--- config.mk ---
export PLATFORM = sky130hd
export DESIGN_NAME = ir_range_sensor_linearizer
export DESIGN_NICKNAME = d
export VERILOG_FILES = /design/src/hw/rtl/irl_pkg.sv /design/src/hw/rtl/irl_short_prep.sv /design/src/hw/rtl/irl_long_prep.sv /design/src/hw/rtl/irl_div.sv /design/src/hw/rtl/ir_range_sensor_linearizer.sv
export SDC_FILE = /design/constraint.sdc
export NUM_CORES = 2
export LEC_CHECK = 0
export ABC_CLOCK_PERIOD_IN_PS = 15050
export BUFFER_PORTS_ARGS = -buffer_cell sky130_fd_sc_hd__buf_2
export CAP_MARGIN = 20
export CORE_AREA = 4 4 423 425
export DETAILED_ROUTE_END_ITERATION = 16
export DIE_AREA = 0 0 427 429
export PLACE_DENSITY = 0.56
export SLEW_MARGIN = 40
export SYNTH_ARGS = -nofsm -noshare
export SYNTH_HDL_FRONTEND = slang
export SYNTH_SLANG_ARGS = --single-unit
--- constraint.sdc ---
create_clock -name clk_i -period 15.05 [get_ports clk_i]
set_input_delay 3.01 -clock clk_i [delete_from_list [all_inputs] [get_ports clk_i]]
set_output_delay 3.01 -clock clk_i [all_outputs]
set_load 0.01 [all_outputs]
--- src/hw/rtl/irl_pkg.sv ---
// Shared constants, widths and types for the IR range-sensor linearizer.
// No dependencies; imported by every module of the block.
`timescale 1ns / 1ps

package irl_pkg;

  localparam int SAMPLE_BITS = 10;

  localparam int SHORT_OFFSET = 35;
  localparam int SHORT_NUM    = 489552;
  localparam int SHORT_SUB    = 84;
  localparam int SHORT_DEN    = 10;
  localparam int SHORT_MIN    = 40;
  localparam int SHORT_MAX    = 350;

  localparam int LONG_OFFSET = 23;
  localparam int LONG_NUM    = 150000;
  localparam int LONG_ADD    = 15;
  localparam int LONG_DEN    = 2;
  localparam int LONG_MIN    = 100;
  localparam int LONG_MAX    = 800;

  localparam int SAMPLE_MAX    = (1 << SAMPLE_BITS) - 1;
  localparam int SHORT_NUM_MAX = SHORT_NUM - SHORT_SUB * SHORT_OFFSET;
  localparam int LONG_NUM_MAX  = LONG_NUM + LONG_ADD * (SAMPLE_MAX - LONG_OFFSET);
  localparam int NUM_MAX       = (SHORT_NUM_MAX > LONG_NUM_MAX) ? SHORT_NUM_MAX : LONG_NUM_MAX;

  localparam int NUM_W  = $clog2(NUM_MAX + 1);
  localparam int DEN_W  = $clog2(SHORT_DEN * (SAMPLE_MAX + SHORT_OFFSET) + 1);
  localparam int QUO_W  = $clog2(LONG_MAX + 1);
  localparam int PROD_W = DEN_W + QUO_W;

  localparam int SHORT_MM_W = 9;
  localparam int LONG_MM_W  = 10;

  localparam int IN_W  = ((3 * SAMPLE_BITS + 7) / 8) * 8;
  localparam int OUT_W = ((2 * SHORT_MM_W + LONG_MM_W + 7) / 8) * 8;

  // prep register plus one register per quotient bit
  localparam int NSTG = QUO_W + 1;

  typedef logic [SAMPLE_BITS-1:0] sample_t;
  typedef logic [NUM_W-1:0]       num_t;
  typedef logic [DEN_W-1:0]       den_t;
  typedef logic [QUO_W-1:0]       quo_t;

  typedef struct packed {
    num_t num;
    den_t den;
    logic sat;
  } div_req_t;

endpackage

--- src/hw/rtl/irl_short_prep.sv ---
// Front stage of a short-range lane: forms numerator, denominator and upper saturation.
// Depends on irl_pkg.
`timescale 1ns / 1ps

module irl_short_prep (
  input  logic              clk_i,
  input  logic              en_i,
  input  irl_pkg::sample_t  sample_i,
  output irl_pkg::div_req_t req_o
);
  import irl_pkg::*;

  logic [SAMPLE_BITS:0] biased;
  num_t                 num;
  den_t                 den;
  logic [PROD_W-1:0]    lim;
  div_req_t             req_d, req_q;

  assign biased = {1'b0, sample_i} + (SAMPLE_BITS + 1)'(SHORT_OFFSET);
  assign num    = NUM_W'(SHORT_NUM - SHORT_SUB * int'(biased));
  assign den    = DEN_W'(SHORT_DEN * int'(biased));
  assign lim    = PROD_W'(den) * PROD_W'(SHORT_MAX + 1);

  always_comb begin
    req_d.num = num;
    req_d.den = den;
    req_d.sat = (PROD_W'(num) >= lim);
  end

  always_ff @(posedge clk_i) begin
    if (en_i) begin
      req_q <= req_d;
    end
  end

  assign req_o = req_q;

endmodule

--- src/hw/rtl/irl_long_prep.sv ---
// Front stage of the long-range lane: forms numerator, denominator and saturation.
// Depends on irl_pkg.
`timescale 1ns / 1ps

module irl_long_prep (
  input  logic              clk_i,
  input  logic              en_i,
  input  irl_pkg::sample_t  sample_i,
  output irl_pkg::div_req_t req_o
);
  import irl_pkg::*;

  logic              near;
  sample_t           excess;
  num_t              num;
  den_t              den;
  logic [PROD_W-1:0] lim;
  div_req_t          req_d, req_q;

  assign near   = (sample_i <= SAMPLE_BITS'(LONG_OFFSET));
  assign excess = sample_i - SAMPLE_BITS'(LONG_OFFSET);
  assign num    = NUM_W'(LONG_NUM + LONG_ADD * int'(excess));
  assign den    = DEN_W'(LONG_DEN * int'(excess));
  assign lim    = PROD_W'(den) * PROD_W'(LONG_MAX + 1);

  always_comb begin
    req_d.num = num;
    req_d.den = den;
    req_d.sat = near || (PROD_W'(num) >= lim);
  end

  always_ff @(posedge clk_i) begin
    if (en_i) begin
      req_q <= req_d;
    end
  end

  assign req_o = req_q;

endmodule

--- src/hw/rtl/irl_div.sv ---
// Pipelined restoring divider, one quotient bit per stage, saturation flag carried along.
// Depends on irl_pkg.
`timescale 1ns / 1ps

module irl_div (
  input  logic                     clk_i,
  input  logic [irl_pkg::QUO_W-1:0] en_i,
  input  irl_pkg::div_req_t        req_i,
  output irl_pkg::quo_t            quo_o,
  output logic                     sat_o
);
  import irl_pkg::*;

  num_t rem_q [QUO_W];
  den_t den_q [QUO_W];
  quo_t quo_q [QUO_W];
  logic sat_q [QUO_W];

  for (genvar k = 0; k < QUO_W; k++) begin : g_stage
    localparam int SH = QUO_W - 1 - k;

    num_t              rem_in, rem_nx;
    den_t              den_in;
    quo_t              quo_in, quo_nx;
    logic              sat_in;
    logic [PROD_W-1:0] trial;
    logic              take;

    if (k == 0) begin : g_first
      assign rem_in = req_i.num;
      assign den_in = req_i.den;
      assign quo_in = '0;
      assign sat_in = req_i.sat;
    end else begin : g_next
      assign rem_in = rem_q[k-1];
      assign den_in = den_q[k-1];
      assign quo_in = quo_q[k-1];
      assign sat_in = sat_q[k-1];
    end

    assign trial = PROD_W'(den_in) << SH;
    assign take  = (PROD_W'(rem_in) >= trial);

    always_comb begin
      quo_nx     = quo_in;
      quo_nx[SH] = take;
      rem_nx     = take ? (rem_in - trial[NUM_W-1:0]) : rem_in;
    end

    always_ff @(posedge clk_i) begin
      if (en_i[k]) begin
        rem_q[k] <= rem_nx;
        den_q[k] <= den_in;
        quo_q[k] <= quo_nx;
        sat_q[k] <= sat_in;
      end
    end
  end

  assign quo_o = quo_q[QUO_W-1];
  assign sat_o = sat_q[QUO_W-1];

endmodule

--- src/hw/rtl/ir_range_sensor_linearizer.sv ---
// IR range-sensor linearizer top: three divider lanes, merge and output register.
// Throughput: one transaction per cycle while the output is not stalled, set by one quotient bit per divider stage.
// Each stage holds its item until the next frees up, so bubbles collapse under stall.
// Reset (rst_ni low, asynchronous) clears all stage valid bits; data registers keep values.
// Depends on irl_pkg, irl_short_prep, irl_long_prep, irl_div.
`timescale 1ns / 1ps

module ir_range_sensor_linearizer (
  input  logic                     clk_i,
  input  logic                     rst_ni,
  input  logic                     s_axis_tvalid_i,
  output logic                     s_axis_tready_o,
  // right_sample, front_sample, left_sample, zero pad
  input  logic [irl_pkg::IN_W-1:0]  s_axis_tdata_i,
  output logic                     m_axis_tvalid_o,
  input  logic                     m_axis_tready_i,
  // right_mm, front_mm, left_mm, zero pad
  output logic [irl_pkg::OUT_W-1:0] m_axis_tdata_o
);
  import irl_pkg::*;

  logic [NSTG-1:0] vld_q, vld_d;
  logic [NSTG:0]   chain;
  logic            out_vld_q, out_vld_d;
  logic            out_rdy;

  sample_t  right_s, front_s, left_s;
  div_req_t right_req, front_req, left_req;
  quo_t     right_quo, front_quo, left_quo;
  logic     right_sat, front_sat, left_sat;

  logic [SHORT_MM_W-1:0] right_mm_d, right_mm_q, left_mm_d, left_mm_q;
  logic [LONG_MM_W-1:0]  front_mm_d, front_mm_q;

  assign right_s = s_axis_tdata_i[SAMPLE_BITS-1:0];
  assign front_s = s_axis_tdata_i[2*SAMPLE_BITS-1:SAMPLE_BITS];
  assign left_s  = s_axis_tdata_i[3*SAMPLE_BITS-1:2*SAMPLE_BITS];

  assign out_rdy = !out_vld_q || m_axis_tready_i;

  always_comb begin
    chain[NSTG] = out_rdy;
    for (int i = NSTG - 1; i >= 0; i--) begin
      chain[i] = !vld_q[i] || chain[i+1];
    end
    for (int i = 0; i < NSTG; i++) begin
      if (chain[i]) begin
        vld_d[i] = (i == 0) ? s_axis_tvalid_i : vld_q[(i == 0) ? 0 : i - 1];
      end else begin
        vld_d[i] = vld_q[i];
      end
    end
    out_vld_d = out_rdy ? vld_q[NSTG-1] : out_vld_q;
  end

  assign s_axis_tready_o = chain[0];

  irl_short_prep u_right_prep (
    .clk_i   (clk_i),
    .en_i    (chain[0]),
    .sample_i(right_s),
    .req_o   (right_req)
  );

  irl_long_prep u_front_prep (
    .clk_i   (clk_i),
    .en_i    (chain[0]),
    .sample_i(front_s),
    .req_o   (front_req)
  );

  irl_short_prep u_left_prep (
    .clk_i   (clk_i),
    .en_i    (chain[0]),
    .sample_i(left_s),
    .req_o   (left_req)
  );

  irl_div u_right_div (
    .clk_i(clk_i),
    .en_i (chain[NSTG-1:1]),
    .req_i(right_req),
    .quo_o(right_quo),
    .sat_o(right_sat)
  );

  irl_div u_front_div (
    .clk_i(clk_i),
    .en_i (chain[NSTG-1:1]),
    .req_i(front_req),
    .quo_o(front_quo),
    .sat_o(front_sat)
  );

  irl_div u_left_div (
    .clk_i(clk_i),
    .en_i (chain[NSTG-1:1]),
    .req_i(left_req),
    .quo_o(left_quo),
    .sat_o(left_sat)
  );

  // clamp each lane into its range
  always_comb begin
    if (right_sat) begin
      right_mm_d = SHORT_MM_W'(SHORT_MAX);
    end else if (right_quo < QUO_W'(SHORT_MIN)) begin
      right_mm_d = SHORT_MM_W'(SHORT_MIN);
    end else begin
      right_mm_d = right_quo[SHORT_MM_W-1:0];
    end

    if (left_sat) begin
      left_mm_d = SHORT_MM_W'(SHORT_MAX);
    end else if (left_quo < QUO_W'(SHORT_MIN)) begin
      left_mm_d = SHORT_MM_W'(SHORT_MIN);
    end else begin
      left_mm_d = left_quo[SHORT_MM_W-1:0];
    end

    if (front_sat) begin
      front_mm_d = LONG_MM_W'(LONG_MAX);
    end else if (front_quo < QUO_W'(LONG_MIN)) begin
      front_mm_d = LONG_MM_W'(LONG_MIN);
    end else begin
      front_mm_d = front_quo[LONG_MM_W-1:0];
    end
  end

  always_ff @(posedge clk_i or negedge rst_ni) begin
    if (!rst_ni) begin
      vld_q     <= '0;
      out_vld_q <= 1'b0;
    end else begin
      vld_q     <= vld_d;
      out_vld_q <= out_vld_d;
    end
  end

  always_ff @(posedge clk_i) begin
    if (out_rdy) begin
      right_mm_q <= right_mm_d;
      front_mm_q <= front_mm_d;
      left_mm_q  <= left_mm_d;
    end
  end

  assign m_axis_tvalid_o = out_vld_q;
  assign m_axis_tdata_o  = OUT_W'({left_mm_q, front_mm_q, right_mm_q});

`ifndef SYNTH
  a_ready_low_full : assert property (@(posedge clk_i) disable iff (!rst_ni)
    !s_axis_tready_o |-> ((&vld_q) && out_vld_q))
    else $error("input stalled while the pipeline has a free stage");

  a_out_range : assert property (@(posedge clk_i) disable iff (!rst_ni)
    out_vld_q |-> (right_mm_q >= SHORT_MM_W'(SHORT_MIN) && right_mm_q <= SHORT_MM_W'(SHORT_MAX)
                && left_mm_q >= SHORT_MM_W'(SHORT_MIN) && left_mm_q <= SHORT_MM_W'(SHORT_MAX)
                && front_mm_q >= LONG_MM_W'(LONG_MIN) && front_mm_q <= LONG_MM_W'(LONG_MAX)))
    else $error("distance outside its saturation range");

  a_out_fill : assert property (@(posedge clk_i) disable iff (!rst_ni)
    (out_rdy && vld_q[NSTG-1]) |=> out_vld_q)
    else $error("finished item lost at the output register");
`endif

endmodule
* Word-level counts from Yosys, hierarchy flattened
Memory sizes are Yosys's and may differ from the RTL's. Index checks and enable logic that the tools add are counted.
Operators by class: magnitude comparators 37, add/sub/neg operators 36, reduce and logical (&&, ||, !) cells 28, multipliers 8, multiplexer cells 53
Operators by type and width (number):
- $mux 19 | 30
- $sub 19x19->19 | 15
- $ge 19x23->1 | 4
- $ge 19x20->1 | 4
- $ge 19x22->1 | 3
- $ge 19x21->1 | 3
- $ge 19x14->1 | 3
- $ge 19x15->1 | 3
- $ge 19x16->1 | 3
- $ge 19x17->1 | 3
- $ge 19x18->1 | 3
- $ge 19x19->1 | 3
- $sub 19x14->19 | 3
- $sub 19x15->19 | 3
- $sub 19x16->19 | 3
- $sub 19x17->19 | 3
- $sub 19x18->19 | 3
- $mul 13x9->22 const B | 2
- $sub 17x19->19 const A | 2
- $mul 5x11->16 const A | 2
- $mul 3x11->13 const A | 2
- $ge 19x24->1 | 1
- $add 10x6->11 const B | 2
- $lt 10x6->1 const B | 2
- 12 further kinds | 57
Storage, ports and cells: RAM bits 1320, output and inout port bits 34, word-level logic and storage cells 201, memories 12, input bits 36, flip-flop bits (word level) 136
Memory list:
- u_front_div.rem_q | words 10, width 19, rd ports 9, clocked after memory_dff 0, wr ports 10, RTL line irl_div.sv:14 | num_t rem_q [QUO_W];
- u_left_div.rem_q | words 10, width 19, rd ports 9, clocked after memory_dff 0, wr ports 10, RTL line irl_div.sv:14
- u_right_div.rem_q | words 10, width 19, rd ports 9, clocked after memory_dff 0, wr ports 10, RTL line irl_div.sv:14
- u_front_div.den_q | words 10, width 14, rd ports 9, clocked after memory_dff 0, wr ports 10, RTL line irl_div.sv:15 | den_t den_q [QUO_W];
- u_left_div.den_q | words 10, width 14, rd ports 9, clocked after memory_dff 0, wr ports 10, RTL line irl_div.sv:15
- u_right_div.den_q | words 10, width 14, rd ports 9, clocked after memory_dff 0, wr ports 10, RTL line irl_div.sv:15
- 6 more memories

* Longest topological paths before layout
depth after elaboration 14, gate-level depth with buffers 38, depth with buffers taken out 37

* Modules after synthesis
Synthesis repeated with hierarchy kept, for this count alone.
Second synthesis, totals: cells, all modules 6277, area, all modules 73857.1 um2
By module, submodules not included:
- irl_div (u_left_div) | sequential area each 10870.4 um2, instances 1, area each 19094.6 um2, cells an instance 1539
- irl_div (u_right_div) | sequential area each 10870.4 um2, instances 1, area each 18631.6 um2, cells an instance 1489
- irl_div (u_front_div) | sequential area each 10870.4 um2, instances 1, area each 18626.6 um2, cells an instance 1475
- irl_short_prep (u_left_prep) | sequential area each 900.9 um2, instances 1, area each 5970.7 um2, cells an instance 630
- irl_short_prep (u_right_prep) | sequential area each 900.9 um2, instances 1, area each 5954.5 um2, cells an instance 626
- irl_long_prep | sequential area each 780.7 um2, instances 1, area each 3858.7 um2, cells an instance 392
- ir_range_sensor_linearizer | sequential area each 1141.1 um2, instances 1, area each 1720.4 um2, cells an instance 126

* Least setup slack after synthesis
OpenSTA, ideal clock, no wires.
path kind input -> output, from in m_axis_tready_i, to out s_axis_tready_o, data arrival time 10.332 ns, stages 7, buffers on the path 0, setup slack 1.708 ns, path through nor2b_1 -> nand2_1 -> nor2_1 -> and2_1 -> nand3_1 -> nor2_1 -> nand4_1
Between the ends: longest elaborated chain between the ends 12
RTL lines:
- start, declared | RTL line ir_range_sensor_linearizer.sv:16 | input logic m_axis_tready_i,
- $logic_or 1x1->1 | RTL line ir_range_sensor_linearizer.sv:39 | assign out_rdy = !out_vld_q || m_axis_tready_i;
- $logic_or 1x1->1 | RTL line ir_range_sensor_linearizer.sv:44 | chain[i] = !vld_q[i] || chain[i+1];
- via chain[10] | RTL line ir_range_sensor_linearizer.sv:23 | logic [NSTG:0] chain;
- $logic_or 1x1->1 (6 in a row) | RTL line ir_range_sensor_linearizer.sv:44
- via chain[4] | RTL line ir_range_sensor_linearizer.sv:23
- $logic_or 1x1->1 (4 in a row) | RTL line ir_range_sensor_linearizer.sv:44
- end, declared | RTL line ir_range_sensor_linearizer.sv:12 | output logic s_axis_tready_o,
The timed path passes the listed nets, and every way through them passes these cells.

==> run summary <==
worst-path fanout max: 11
CTS tree: done
synthesized area per cell: 11.8 µm²
DR vias: 38216
post-cts gate resize count: 0
Post-synth top flop: edfxtp_1
Placed Area: 68000 µm²
Worst-Skew Late Latency: 690 ps
Total Die Area: 183000 µm²
final setup TNS: 0 ps
worst endpoint data arrival time: 11770 ps
FILL cells: 16553
CTS Buf Count: 111
clock slew at reported path FFs: 60 ps
Worst R2R End: u_right_prep.req_o[18]
top-count cell post-synth: edfxtp_1
GRT Resource Usage Total: 0.127
Core Area: 175000 µm²
outcome: finished, final reports clean
r2r setup slk: 11370 ps
initial antenna violation count: 0
GR met2 Demand/Resource: 0.222
Synth-to-Final Area Change: 11.3%
Post-Place Worst Slack: 2880 ps
area leader, netlist: edfxtp_1
CP Class: primary input to register
Slew Viols, Final: 0
Syn Std Cell Area: 64500 µm²
R2R depth: 9
vias in the first global route: 39086
CP Capture Type: register
Final Net Count: 6479
startpoint type of the worst setup path: primary input
Syn. warnings: 0
busiest layer in global routing: met2
share of layout cells above drive strength 1: 0.0760
RR Startpoint: m_axis_tvalid_o
Finish-stage setup viols: 0
global routing usage on met1: 0.165
Remaining Overflow, GRT: 0
setup ws final: 3710 ps
Max stage delay on crit path: 620 ps
Max stage delay cell, worst path: xor2_1
drt first pass iters: 7
first-pass GRT wire length: 195000 µm
Max-slew headroom: 0.456
clk sink count: 1097
pin count of the biggest net entering global routing: 95
post-synth cell types: 83
DIE WIDTH: 427 µm
met3 Usage GRT: 0.0128
Slew @ Worst Pin: 817 ps
total wire length: 116000 µm
Port Buf Inserts: 63
DR DRC count: 0
antenna-violating nets left: 0
Post-synth ARST share: 0.0109
most frequent cells after synthesis: 1085 x edfxtp_1, 807 x inv_1, 656 x ha_1
number of synthesized flops with an enable pin: 1085
fin area: 71800 µm²
DRT iter0 DRCs: 1639
Post CTS Setup Buffer Count: 0
Tmin final: 11340 ps
Most Frequent Cell on Critical Path: inv_1
flop and latch count out of synthesis: 1097
Worst Skew: 16.9 ps
main area contributors after synthesis: edfxtp_1 51%, ha_1 13%, fa_1 5.0%
worst-case clock buffer depth: 3
cts hold-fix bufs: 0
routability cong.: 0.848
RSZ-0062 raised after global routing: false
count of final hold-check violations: 0
Setup crit end: u_right_prep.req_o[0]
Multi-input gate area: 28500 µm²
FP Rows: 154
fmax: 0.0882 GHz
DR WL/cell: 14.4 µm
num ports: 70
Starting Density: 0.368
post-detail-place hpwl: 91400 µm
H-tree Lvls: 3
DR vias/cell: 4.74
HP Class: register to register
top cell type's share of synthesized area: 0.505
CTS root buf: clkbuf_16
period utilization: 0.754
Sequential cell area: 32900 µm²
Cells after Synth: 5462
sequential area share after synthesis: 0.510
Die H: 429 µm
Worst Setup SP: s_axis_tdata_i[0]
WP data required: 15480 ps
# Max-Cap Violations: 0
worst min path at each step:
stage	startpoint	to	slack, ps	cells after the start
detailed placement	u_front_div.quo_q[1][9]	u_front_div.quo_q[2][9]	400	0
global route	u_right_div.quo_q[8][5]	u_right_div.quo_q[9][5]	410	0
global placement	u_front_div.quo_q[8][1]	u_front_div.quo_q[9][1]	400	0
floorplan	u_front_div.quo_q[0][9]	u_front_div.quo_q[1][9]	400	0
CTS	u_right_div.quo_q[8][5]	u_right_div.quo_q[9][5]	410	0
finish	u_right_div.quo_q[8][5]	u_right_div.quo_q[9][5]	410	0
sequential cells by signal (all words and copies together) (netlist names), 11 cells and up:
register            flops
u_left_prep.req_o      30
u_front_div.quo_q      55
u_left_div.quo_q       55
u_front_div.rem_q     171
u_left_div.den_q      112
vld_q                  11
u_right_div.quo_q      55
u_right_div.rem_q     150
u_front_prep.req_o     26
u_left_div.rem_q      150
u_front_div.den_q      81
u_right_prep.req_o     30
u_right_div.den_q     112
cells in the final DEF (no fill, tap or decap), drive strengths merged, types with 53 or more instances in the layout:
cell type  Yosys  routed
edfxtp      1085    1085
inv          807     814
ha           656     656
nand2        327     327
o21ai        311     311
nor2         276     276
a21oi        242     242
xnor2        215     215
xor2         169     169
fa           161     161
a21o         154     154
clkbuf        45     140
nor2b        106     106
buf           12     103
nand2b        91      91
mux2          86      86
nor3          60      60
nand4         58      58
nand3         53      53
cells by family (layout without fill, tap and decap cells):
logic type,Yosys count,in the layout,synth area share
buffers and inverters,864,1120,0.0507
AO/OA/AOI/OAI,1017,1017,0.0997
adder cells (fa/ha/maj),817,817,0.177
flip-flops,1097,1097,0.510
multiplexers,120,120,0.0203
AND/OR/NAND/NOR,1162,1162,0.0898
XOR/XNOR,384,384,0.0524
other,1,5,0.0000581
worst max-delay path, delay by kind of cell:
family,cells,cell delay (ps)
compound gates,10,2150
xor+xnor,2,1130
fa+ha+maj,9,3430
buf+inv,7,940
simple gates,8,1140
layer usage:
| metal | share of wire | wire (µm) | vias up |
|---|---|---|---|
| met5 | 0 | 0 | - |
| met4 | 0.027 | 3110 | 0 |
| met3 | 0.024 | 2740 | 179 |
| met2 | 0.49 | 56500 | 395 |
| met1 | 0.46 | 53500 | 17921 |
| li1 | - | - | 19721 |
cell type report:
cell class,instances,share of cell area
sequential,1097,0.458
multi-input combinational,3504,0.398
inverter,807,0.0423
clock buffer,138,0.0414
tap,2340,0.0408
clock inverter,70,0.00993
timing repair buffer,105,0.00980
antenna,1,0.0000349
stage by stage:
| step | hold WS [ps] | util | instances |
|---|---|---|---|
| 2_1_floorplan | 400 | - | 5465 |
| 3_5_place_dp | 405 | 0.388 | 7850 |
| 4_1_cts | 408 | 0.409 | 8058 |
| 3_3_place_gp | 402 | 0.387 | 7850 |
| 5_1_grt | 415 | 0.409 | 8061 |
| 6_report | 409 | 0.409 | 8062 |
Power is left out: the tool's default activity adds up to more than one toggle a clock period on the data nets, which glitch-free logic cannot reach.
